## src/hdl/ffbp_pkg.sv

```systemverilog
package ffbp_pkg;

    localparam int CAP_W = 16;
    localparam int ITEM_W = 16;
    localparam int OUT_IDX_W = 6;
    localparam int OUT_CNT_W = 7;
    localparam int PADDR_W = 3;
    localparam int PDATA_W = 32;

    localparam int NUM_BINS_DEF = 64;
    localparam int WEIGHT_BITS_DEF = 16;

    localparam logic [CAP_W-1:0] CAP_RESET = 16'hFFFF;

    localparam logic CMD_CLEAR = 1'b0;
    localparam logic CMD_PLACE = 1'b1;

    localparam logic REG_BIN_CAPACITY = 1'b0;

    typedef struct packed {
        logic valid;
        logic cmd;
        logic placed;
        logic fresh;
    } tok_t;

endpackage

```

## src/hdl/ffbp_cell.sv

```systemverilog
module ffbp_cell #(
    parameter int IDX_W = 6,
    parameter int WEIGHT_W = 16,
    parameter int CELL_INDEX = 0
) (
    input  logic                       aclk,
    input  logic                       aresetn,
    input  logic                       advance,
    input  logic [ffbp_pkg::CAP_W-1:0] bin_capacity,
    input  ffbp_pkg::tok_t             tok_in,
    input  logic [WEIGHT_W-1:0]        weight_in,
    input  logic [IDX_W-1:0]           idx_in,
    output ffbp_pkg::tok_t             tok_out,
    output logic [WEIGHT_W-1:0]        weight_out,
    output logic [IDX_W-1:0]           idx_out
);

    localparam int SUM_W = ffbp_pkg::CAP_W + 1;

    logic [ffbp_pkg::CAP_W-1:0] fill_reg, fill_next;
    ffbp_pkg::tok_t             tok_reg, tok_next;
    logic [WEIGHT_W-1:0]        weight_reg;
    logic [IDX_W-1:0]           idx_reg, idx_next;
    logic [SUM_W-1:0]           sum;
    logic                       fits;

    assign sum  = {1'b0, fill_reg} + {{(SUM_W-WEIGHT_W){1'b0}}, weight_in};
    assign fits = (sum <= {1'b0, bin_capacity});

    always_comb begin
        fill_next = fill_reg;
        tok_next  = tok_in;
        idx_next  = idx_in;
        if (tok_in.valid) begin
            if (tok_in.cmd == ffbp_pkg::CMD_CLEAR) begin
                fill_next = '0;
            end else if (!tok_in.placed && fits) begin
                fill_next       = sum[ffbp_pkg::CAP_W-1:0];
                tok_next.placed = 1'b1;
                tok_next.fresh  = (fill_reg == '0) && (weight_in != '0);
                idx_next        = IDX_W'(CELL_INDEX);
            end
        end
    end

    always_ff @(posedge aclk) begin
        if (!aresetn) begin
            fill_reg <= '0;
            tok_reg  <= '0;
        end else if (advance) begin
            fill_reg <= fill_next;
            tok_reg  <= tok_next;
        end
    end

    always_ff @(posedge aclk) begin
        if (advance) begin
            weight_reg <= weight_in;
            idx_reg    <= idx_next;
        end
    end

    assign tok_out    = tok_reg;
    assign weight_out = weight_reg;
    assign idx_out    = idx_reg;

endmodule

```

## config.mk

```make
export PLATFORM = sky130hd
export DESIGN_NAME = ffbp_cell
export DESIGN_NICKNAME = d
export VERILOG_FILES = /design/src/hdl/ffbp_pkg.sv /design/src/hdl/ffbp_cell.sv
export SDC_FILE = /design/constraint.sdc
export NUM_CORES = 1
export LEC_CHECK = 0
export BUFFER_PORTS_ARGS = -buffer_cell sky130_fd_sc_hd__buf_4
export CORE_MARGIN = 10
export CORE_UTILIZATION = 34
export DETAILED_ROUTE_END_ITERATION = 12
export PLACE_DENSITY = 0.61
export SLEW_MARGIN = 20
export SYNTH_ARGS = -nofsm -noshare
export SYNTH_HDL_FRONTEND = slang
export SYNTH_SLANG_ARGS = --single-unit
```

## constraint.sdc

```tcl
create_clock -name aclk -period 5.6 [get_ports aclk]
set_clock_uncertainty 0.1 [all_clocks]
set_input_delay 0.84 -clock aclk [delete_from_list [all_inputs] [get_ports aclk]]
set_output_delay 0.84 -clock aclk [all_outputs]
set_load 0.05 [all_outputs]
```

==> results of run 1 <==
==> layout make-up <==
cell class / instances / area (um^2) / share of cell area
Sequential cell: 42 / 1060 / 0.308
Multi-Input combinational cell: 206 / 1550 / 0.449
Clock buffer: 5 / 68.8 / 0.0200
Inverter: 27 / 101 / 0.0294
Clock inverter: 3 / 16.3 / 0.00472
Tap cell: 102 / 128 / 0.0370
Timing Repair Buffer: 70 / 526 / 0.152
==> critical path: stages <==
cell       delay, ns
buf_4           0.10
ha_1            0.16
inv_1           0.05
fa_1            0.39
nand2b_1        0.18
a21o_1          0.19
a21oi_1         0.34
a31oi_1         0.17
xnor2_1         0.24
ha_1            0.29
a211o_1         0.26
o211ai_1        0.09
a21oi_1         0.12
a2111oi_4       0.35
o21ai_2         0.18
a21oi_4         0.51
mux2i_1         0.26
==> kinds of logic after synthesis <==
| group | Yosys count | share of synthesized area |
|---|---|---|
| muxes | 13 | 0.0474 |
| DFF | 42 | 0.387 |
| xor gates and xnor gates | 14 | 0.0447 |
| AOI/OAI and AO/OA | 60 | 0.162 |
| adders and majority gates | 33 | 0.153 |
| and+or+nand+nor | 86 | 0.156 |
| buffers and inverters | 32 | 0.0497 |
==> per-stage QoR <==
step	hold WS (ns)	std cells	cell area, um^2	worst slack, ns
after CTS	0.388	455	3450	0.978
final	0.387	455	3450	0.977
after floorplan	0.351	280	2750	1.42
after detailed placement	0.369	447	3360	0.685
after global placement	0.371	447	3360	0.796
after global routing	0.418	455	3450	0.582
==> power breakdown <==
part	switching, W	internal, W	total [W]
logic	0.000142	0.0000895	0.000231
registers	0.00000722	0.000342	0.000350
clock network	0.000102	0.0000849	0.000187
==> worst max path at each step <==
stage	start	endpoint	slack (ns)	depth (start not counted)
floorplan	weight_in[0]	fill_reg[0]$_SDFFE_PN0P_	1.42	15
global placement	weight_in[0]	fill_reg[6]$_SDFFE_PN0P_	0.80	15
detailed placement	weight_in[0]	fill_reg[3]$_SDFFE_PN0P_	0.69	17
CTS	weight_in[0]	fill_reg[2]$_SDFFE_PN0P_	0.98	17
global route	weight_in[0]	fill_reg[4]$_SDFFE_PN0P_	0.58	17
finish	weight_in[0]	fill_reg[2]$_SDFFE_PN0P_	0.98	17
==> routing by layer <==
layer | vias to the layer above | GRT usage | share of wire
li1 | 1182 | - | -
met1 | 1037 | 0.154 | 0.44
met2 | 95 | 0.188 | 0.43
met3 | 5 | 0.0492 | 0.13
met4 | 0 | 0.0260 | 0.0083
met5 | - | 0 | 0
==> synth_stat cells, types with 6 or more instances <==
master,count,area [um^2]
dfxtp_1,20,400
mux2i_1,13,130
nor2_1,8,30.0
a21oi_1,15,75.1
o21ai_0,6,30.0
a21o_1,6,45.0
nand3_1,10,50.1
o211ai_1,7,52.6
nand2_1,31,116
ha_1,32,400
nor2b_1,9,56.3
edfxtp_1,22,661
nor4_1,10,62.6
xnor2_1,11,96.3
inv_1,27,101
==> implementation parameters, run 1 <==
Parameter                              Value

Status
  Result of the run    finished clean

Timing
  Min Clock Period, post-route    4.62 ns
  Period Utilization, post-route    0.825
  Worst Max-Slew Pin Slew    around 0.85 ns
  Count of final max-slew check failures    0
  Final Setup Violations    0
  Slew HR    0.430
  Max Freq    216 MHz
  Total negative slack for setup checks    0 ns
  Final hold violation count    0
  Unrepaired setup endpoints after global routing    no

Yosys
  Avg Cell Area, Syn    9.80 um^2
  Synthesis Warnings    0
  Number of unique standard cell types used by synthesis    between 40 and 50
  Share of synthesized area occupied by flip-flops and latches    0.387
  Total standard cell area after synthesis    2750 um^2
  Synth Register Bits    42
  Proportion of synthesized flip-flops having asynchronous set or reset    0
  Number of enable-type register cells in the synthesized netlist    22
  Main synth FF type    edfxtp_1
  Cell count after synthesis    280
  Post-Syn Nets    358

Clock network
  Register clock-pin slew on the reported worst setup and hold paths    0.07 ns
  Worst-case clock buffer depth    2
  Gates resized, CTS repair    0
  Maximum level of the CTS H-tree    2
  Clock sink total    42
  CTS Hold Bufs    0
  Root buffer cell    clkbuf_8
  Post-CTS setup-driven buffer insertion count    0
  Clock buffer count from CTS    5
  CTS tree    yes
  Later-pin clock latency in the skew report    0.30 ns

Drt
  Routed wirelength normalized by instance count    16.4 um
  Count of TritonRoute iterations in the first routing pass    4
  Via-per-instance ratio    between 5 and 6
  DRC viols    0
  Starting DRT DRC Count    223
  Detailed Route WL    between 7000 and 8000 um
  Via count    about 2300
  Remaining antenna violation count after routing    0

Global route
  Total global-route track usage    0.121
  Via count of the first global-routing pass    between 2000 and 2500
  Antenna violations before repair    0
  Largest net degree at the start of global routing    30
  Total grt overflow    0
  Wire length of the first global-routing pass    11500 um

Finish
  Post-layout util    0.442
  Most frequent cells in the layout    buf_4, ha_1, nand2_1, inv_1, edfxtp_1
  Total Nets Final    430
  Ratio of cells with drive above 1 in the final layout    0.235
  Leading cell type in the layout, fill and taps excluded    buf_4
  Filler instances    767
  Synth-to-layout area growth    25.6%
  Antenna diodes    0

Critical path
  Data required time of the critical path    5.72 ns
  Reg2reg setup slack    1.21 ns
  Depth of the worst register-to-register path    16
  Critical path endpoint category    flop
  Startpoint Class    primary input
  Data arrival time of the critical path    4.74 ns
  Largest fanout on the critical path    13
  Worst flop-to-flop path startpoint    fill_reg[0]$_SDFFE_PN0P_
  FF-to-FF End    fill_reg[2]$_SDFFE_PN0P_
  Type of the worst setup path    primary input to flop

Worst hold path
  Endpoint with the worst hold slack    fill_reg[9]$_SDFFE_PN0P_
  Class of the tightest hold or removal check    flop to flop
  Worst hold stages    2
  Hold path startpoint    fill_reg[9]$_SDFFE_PN0P_

Placed design
  Post-DP HPWL    6250 um
  Final weighted congestion of routability-driven global placement    0.959
  Input/output buffers    70

Die
  Initial cell density of the core    0.352
  Cell Rows    32
  Width of the die    110 um
  Die area    12100 um^2
  Ports    71
  Die Height    110 um
  Core region area    7810 um^2

Power and ir drop
  Static Leak    1.52 nW
  Total chip power    0.000768 W
  Max rail drop VDD    0.0911 mV
  Pwr dens    223 nW/um^2

Job
  Max-cap check violation count    0
(Power assumes the default switching activity.)
==> run 2, diff against run 1 <==
==> constraint.sdc (replaced) <==
create_clock -name aclk -period 4.4 [get_ports aclk]
set_clock_uncertainty 0.1 [all_clocks]
set_input_delay 0.66 -clock aclk [delete_from_list [all_inputs] [get_ports aclk]]
set_output_delay 0.66 -clock aclk [all_outputs]
set_load 0.05 [all_outputs]
==> implementation parameters, run 2 (synthesis gave the netlist of run 1 again) <==
Parameter                              Value

Timing
  Period Utilization, post-route    0.944
  Slack of the critical path    roughly 0.25 ns
  Count of final max-slew check failures    0
  Slew HR    0.406
  Min Clock Period, post-route    between 4 and 5 ns
  Worst Max-Slew Pin Slew    0.888 ns
  Final hold violation count    0
  Unrepaired setup endpoints after global routing    no
  Final Setup Violations    0
  Max Freq    241 MHz

Placed design
  Total cell area at the placement stage    3440 um^2
  Input/output buffers    70
  Post-DP HPWL    6140 um
  Final weighted congestion of routability-driven global placement    0.896
  Worst slack at placement    -0.00858 ns
  Number of placed instances, taps included    455

Global route
  Antenna violations before repair    0
  Total global-route track usage    0.122
  Largest net degree at the start of global routing    30
  Via count of the first global-routing pass    2363
  Wire length of the first global-routing pass    11700 um
  Total grt overflow    0

Drt
  Starting DRT DRC Count    80
  Detailed Route WL    7490 um
  Via-per-instance ratio    roughly 5.0
  Via count    between 2000 and 2500
  Routed wirelength normalized by instance count    16.2 um
  DRC viols    0
  Count of TritonRoute iterations in the first routing pass    4
  Remaining antenna violation count after routing    0

Status
  Result of the run    finished clean

Die
  Core region area    around 8000 um^2
  Cell Rows    32
  Ports    71
  Die area    12100 um^2
  Width of the die    around 110 um
  Initial cell density of the core    0.352
  Die Height    roughly 110 um

Clock network
  CTS Hold Bufs    0
  Maximum level of the CTS H-tree    2
  Clock buffer count from CTS    5
  Clock sink total    42
  Worst-case clock buffer depth    2
  CTS tree    yes
  Root buffer cell    clkbuf_8
  Later-pin clock latency in the skew report    around 0.29 ns
  Post-CTS setup-driven buffer insertion count    0
  Register clock-pin slew on the reported worst setup and hold paths    0.08 ns
  Gates resized, CTS repair    0

Finish
  Antenna diodes    0
  Sequential standard cell area    1060 um^2
  Leading cell type in the layout, fill and taps excluded    buf_4
  Ratio of cells with drive above 1 in the final layout    0.252
  Count of placed standard cells in the final layout, fillers left out    463
  Post-layout util    0.451
  Design Area, Final    approximately 3500 um^2
  Total Nets Final    around 440
  Synth-to-layout area growth    28.2%
  Total area of multi-input combinational cells    1550 um^2
  Most frequent cells in the layout    buf_4, ha_1, nand2_1, inv_1, edfxtp_1
  Filler instances    762

Worst hold path
  Class of the tightest hold or removal check    flop to flop

Critical path
  Data required time of the critical path    4.47 ns
  Startpoint Class    primary input
  Reg2reg setup slack    0.29 ns
  Critical path endpoint category    flop
  Type of the worst setup path    primary input to flop
  Data arrival time of the critical path    4.22 ns
  Largest fanout on the critical path    7

Power and ir drop
  Pwr dens    between 200 and 300 nW/um^2
  Static Leak    1.57 nW
  Max rail drop VDD    around 0.12 mV

Job
  Max-cap check violation count    0
-- run 2: cell types whose count changed in the layout (fill, tap and decap cells not counted) --
| cell | before | now |
|---|---|---|
| buf_4 | 70 | 77 |
| clkinv_2 | 0 | 2 |
| buf_12 | 0 | 1 |
| clkbuf_1 | 0 | 1 |
| clkinv_1 | 1 | 0 |
| clkinvlp_2 | 1 | 0 |
| clkinvlp_4 | 1 | 0 |
-- run 2: layout make-up --
type,instances,share of cell area
clock buffers,6,0.0206
inverters,27,0.0288
multi-input cells,206,0.440
clock inverters,2,0.00284
repair buffers,78,0.170
flip-flops and latches,42,0.302
well taps,102,0.0363
-- run 2: per-stage QoR --
stage | power [W] | hold WS, ns | setup TNS [ns]
finish | 0.000993 | 0.378 | 0
global route | 0.00105 | 0.402 | 0
CTS | 0.00100 | 0.379 | 0
detailed placement | 0.000757 | 0.365 | -0.00858
global placement | 0.000754 | 0.367 | -0.0191
floorplan | 0.000647 | 0.351 | 0
-- run 2: path summary, 6_finish.rpt --
kind                            startpoint                 endpoint  depth (start not counted)
setup / recovery              weight_in[0]  tok_out[0]$_SDFFE_PN0P_                         16
hold / removal     tok_out[3]$_SDFFE_PN0P_  tok_out[3]$_SDFFE_PN0P_                          2
setup reg to reg  fill_reg[0]$_SDFFE_PN0P_  tok_out[0]$_SDFFE_PN0P_                         15
hold reg to reg    tok_out[3]$_SDFFE_PN0P_  tok_out[3]$_SDFFE_PN0P_                          2
-- run 2: worst max-delay path: stages --
cell and delay (ns):
buf_4 0.10, ha_1 0.16, inv_1 0.05, fa_1 0.39, nand2b_1 0.18, a21o_1 0.19, nor2b_1 0.15, xnor2_1 0.23
ha_1 0.30, a31oi_1 0.17, nor2b_1 0.06, a221o_1 0.40, a2111oi_4 0.45, o2111a_1 0.44, mux2i_1 0.22, a21oi_1 0.08
-- run 2: per-layer routing --
metal  global-route usage  wire length (um)  vias up
li1                     -                 -     1194
met1                0.158              3460     1051
met2                0.195              3180       79
met3               0.0357               731       10
met4               0.0307               123        0
met5                    0                 0        -
-- run 2: report_power, final --
part	leakage [nW]	internal [W]	switching, W	total, W
clock network	0.0450	0.000110	0.000135	0.000246
logic	1.15	0.000121	0.000182	0.000302
registers	0.378	0.000436	0.00000950	0.000445
==> run 3, diff against run 2 <==
--- a/config.mk
+++ b/config.mk
@@ -5,11 +5,11 @@
 export SDC_FILE = /design/constraint.sdc
 export NUM_CORES = 1
 export LEC_CHECK = 0
-export BUFFER_PORTS_ARGS = -buffer_cell sky130_fd_sc_hd__buf_4
 export CORE_MARGIN = 10
 export CORE_UTILIZATION = 34
 export DETAILED_ROUTE_END_ITERATION = 12
-export PLACE_DENSITY = 0.61
+export DONT_BUFFER_PORTS = 1
+export PLACE_DENSITY = 0.54
 export SLEW_MARGIN = 20
 export SYNTH_ARGS = -nofsm -noshare
 export SYNTH_HDL_FRONTEND = slang
==> implementation parameters, run 3 (synthesis gave the netlist of run 1 again) <==
Parameter                              Value

Drt
  Remaining antenna violation count after routing    0
  Routed wirelength normalized by instance count    slightly below 20 um
  Detailed Route WL    between 7000 and 8000 um
  Via count    2138
  Via-per-instance ratio    between 5 and 6
  DRC viols    0
  Count of TritonRoute iterations in the first routing pass    4
  Starting DRT DRC Count    111

Timing
  Count of final max-slew check failures    0
  Slew HR    0.335
  Min Clock Period, post-route    4.20 ns
  Max Freq    238 MHz
  Hold Slack    around 0.35 ns
  Worst Max-Slew Pin Slew    a little under 1 ns
  Final hold violation count    0
  Period Utilization, post-route    0.954
  Final Setup Violations    0

Finish
  Antenna diodes    0
  Synth-to-layout area growth    10.9%
  Total Nets Final    368
  Ratio of cells with drive above 1 in the final layout    0.0825
  Most frequent cells in the layout    ha_1, nand2_1, inv_1, edfxtp_1, dfxtp_1
  Design Area, Final    3040 um^2
  Leading cell type in the layout, fill and taps excluded    ha_1
  Filler instances    775

Power and ir drop
  Fraction of power spent switching nets    0.312
  Pwr dens    approximately 330 nW/um^2
  Max rail drop VDD    0.121 mV
  Static Leak    1.24 nW
  Power share of the sequential group    0.515
  Logic pwr share    0.174
  Cell-internal power    0.000685 W
  Portion of total power attributed to the clock network    0.311
  Switch Pwr    0.000310 W

Die
  Cell Rows    32
  Initial cell density of the core    0.352
  Die area    12100 um^2
  Die Height    110 um
  Core region area    7810 um^2
  Width of the die    110 um
  Ports    between 70 and 80

Critical path
  CP peak stage delay    0.40 ns
  Type of the worst setup path    flop to flop
  Largest fanout on the critical path    7
  Top delay family on crit path    compound AO/OA/AOI/OAI gates
  Buffers & Inverters on Critical Path    3
  Depth of the worst register-to-register path    18
  FF-to-FF End    tok_out[0]$_SDFFE_PN0P_
  Startpoint Class    flop
  Worst flop-to-flop path startpoint    fill_reg[0]$_SDFFE_PN0P_
  Critical path cell sequence    ha_1 > inv_1 > fa_1 > nand2b_1 > a21o_1 > a21oi_1 > buf_4 > a31oi_1 > xnor2_1 > ha_1 > a211o_1 > o211ai_1 > a21oi_2 > a2111oi_4 > buf_4 > o2111a_2 > mux2i_1 > a21oi_1
  Cell type of the slowest stage on the worst timing path    fa_1
  Data arrival time of the critical path    4.29 ns
  Critical path endpoint category    flop
  Reg2reg setup slack    around 0.20 ns
  Data required time of the critical path    4.49 ns

Clock network
  CTS Hold Bufs    0
  Register clock-pin slew on the reported worst setup and hold paths    0.08 ns
  Clock sink total    42
  CTS tree    yes
  Root buffer cell    clkbuf_8
  Worst-case clock buffer depth    2
  Clock buffer count from CTS    5
  Later-pin clock latency in the skew report    0.30 ns
  Maximum level of the CTS H-tree    2

Worst hold path
  Endpoint with the worst hold slack    tok_out[0]$_SDFFE_PN0P_
  Worst hold stages    1
  Hold path startpoint    advance
  Class of the tightest hold or removal check    primary input to flop

Placed design
  Final weighted congestion of routability-driven global placement    0.846
  Input/output buffers    0
  Post-DP HPWL    6040 um
  Total cell area at the placement stage    2890 um^2

Global route
  Total global-route track usage    0.121
  Largest net degree at the start of global routing    30
  Antenna violations before repair    0
  Total grt overflow    0
  Wire length of the first global-routing pass    11300 um
  Via count of the first global-routing pass    2067

Job
  Max-cap check violation count    0

Status
  Result of the run    finished clean
## run 3: routing by layer
layer / vias to the layer above / global-route usage / part of all wire
li1: 1051 / - / -
met1: 998 / 0.159 / 0.44
met2: 86 / 0.192 / 0.46
met3: 3 / 0.0322 / 0.098
met4: 0 / 0.0297 / 0.0030
met5: - / 0 / 0
## run 3: final cells by class
cell class                 count  area (um^2)  area share
clock buffer                   6         72.6      0.0238
clock inverter                 2         37.5      0.0123
inverter                      27          101      0.0333
multi-input combinational    206         1550       0.510
sequential                    42         1060       0.349
tap                          102          128      0.0419
timing repair buffer           8         90.1      0.0296
## run 3: power by group through the flow
stage	combinational [W]	clock [W]	sequential, W
floorplan	0.000131	0	0.000516
global placement	0.000161	0	0.000522
detailed placement	0.000163	0	0.000523
CTS	0.000164	0.000319	0.000514
global route	0.000192	0.000332	0.000515
finish	0.000173	0.000310	0.000513
## run 3: metrics by stage
| step | utilization | power (W) | TNS [ns] | setup slack (ns) | std cells |
|---|---|---|---|---|---|
| 6_report | 0.390 | 0.000995 | 0 | 0.201 | 393 |
| 5_1_grt | 0.390 | 0.00104 | -0.0800 | -0.0260 | 393 |
| 4_1_cts | 0.384 | 0.000997 | 0 | 0.222 | 390 |
| 3_5_place_dp | 0.370 | 0.000686 | 0 | 0.0152 | 382 |
| 3_3_place_gp | 0.370 | 0.000684 | 0 | 0.0337 | 382 |
| 2_1_floorplan | - | 0.000647 | 0 | 0.395 | 280 |
## run 3: what timing repair did
item                                    4_1_cts  5_1_grt
setup buffers                                 0        2
resized for setup                             0        3
endpoints found under the setup margin        0        8
## run 3: worst max-delay path by stage
| stage | start | endpoint | slack (ns) | cells past startpoint |
|---|---|---|---|---|
| finish | fill_reg[0]$_SDFFE_PN0P_ | tok_out[0]$_SDFFE_PN0P_ | 0.20 | 18 |
| global route | fill_reg[0]$_SDFFE_PN0P_ | fill_reg[0]$_SDFFE_PN0P_ | -0.03 | 18 |
| global placement | weight_in[0] | tok_out[0]$_SDFFE_PN0P_ | 0.03 | 15 |
| CTS | fill_reg[0]$_SDFFE_PN0P_ | tok_out[0]$_SDFFE_PN0P_ | 0.22 | 15 |
| detailed placement | weight_in[0] | tok_out[0]$_SDFFE_PN0P_ | 0.02 | 15 |
| floorplan | weight_in[0] | fill_reg[0]$_SDFFE_PN0P_ | 0.40 | 15 |
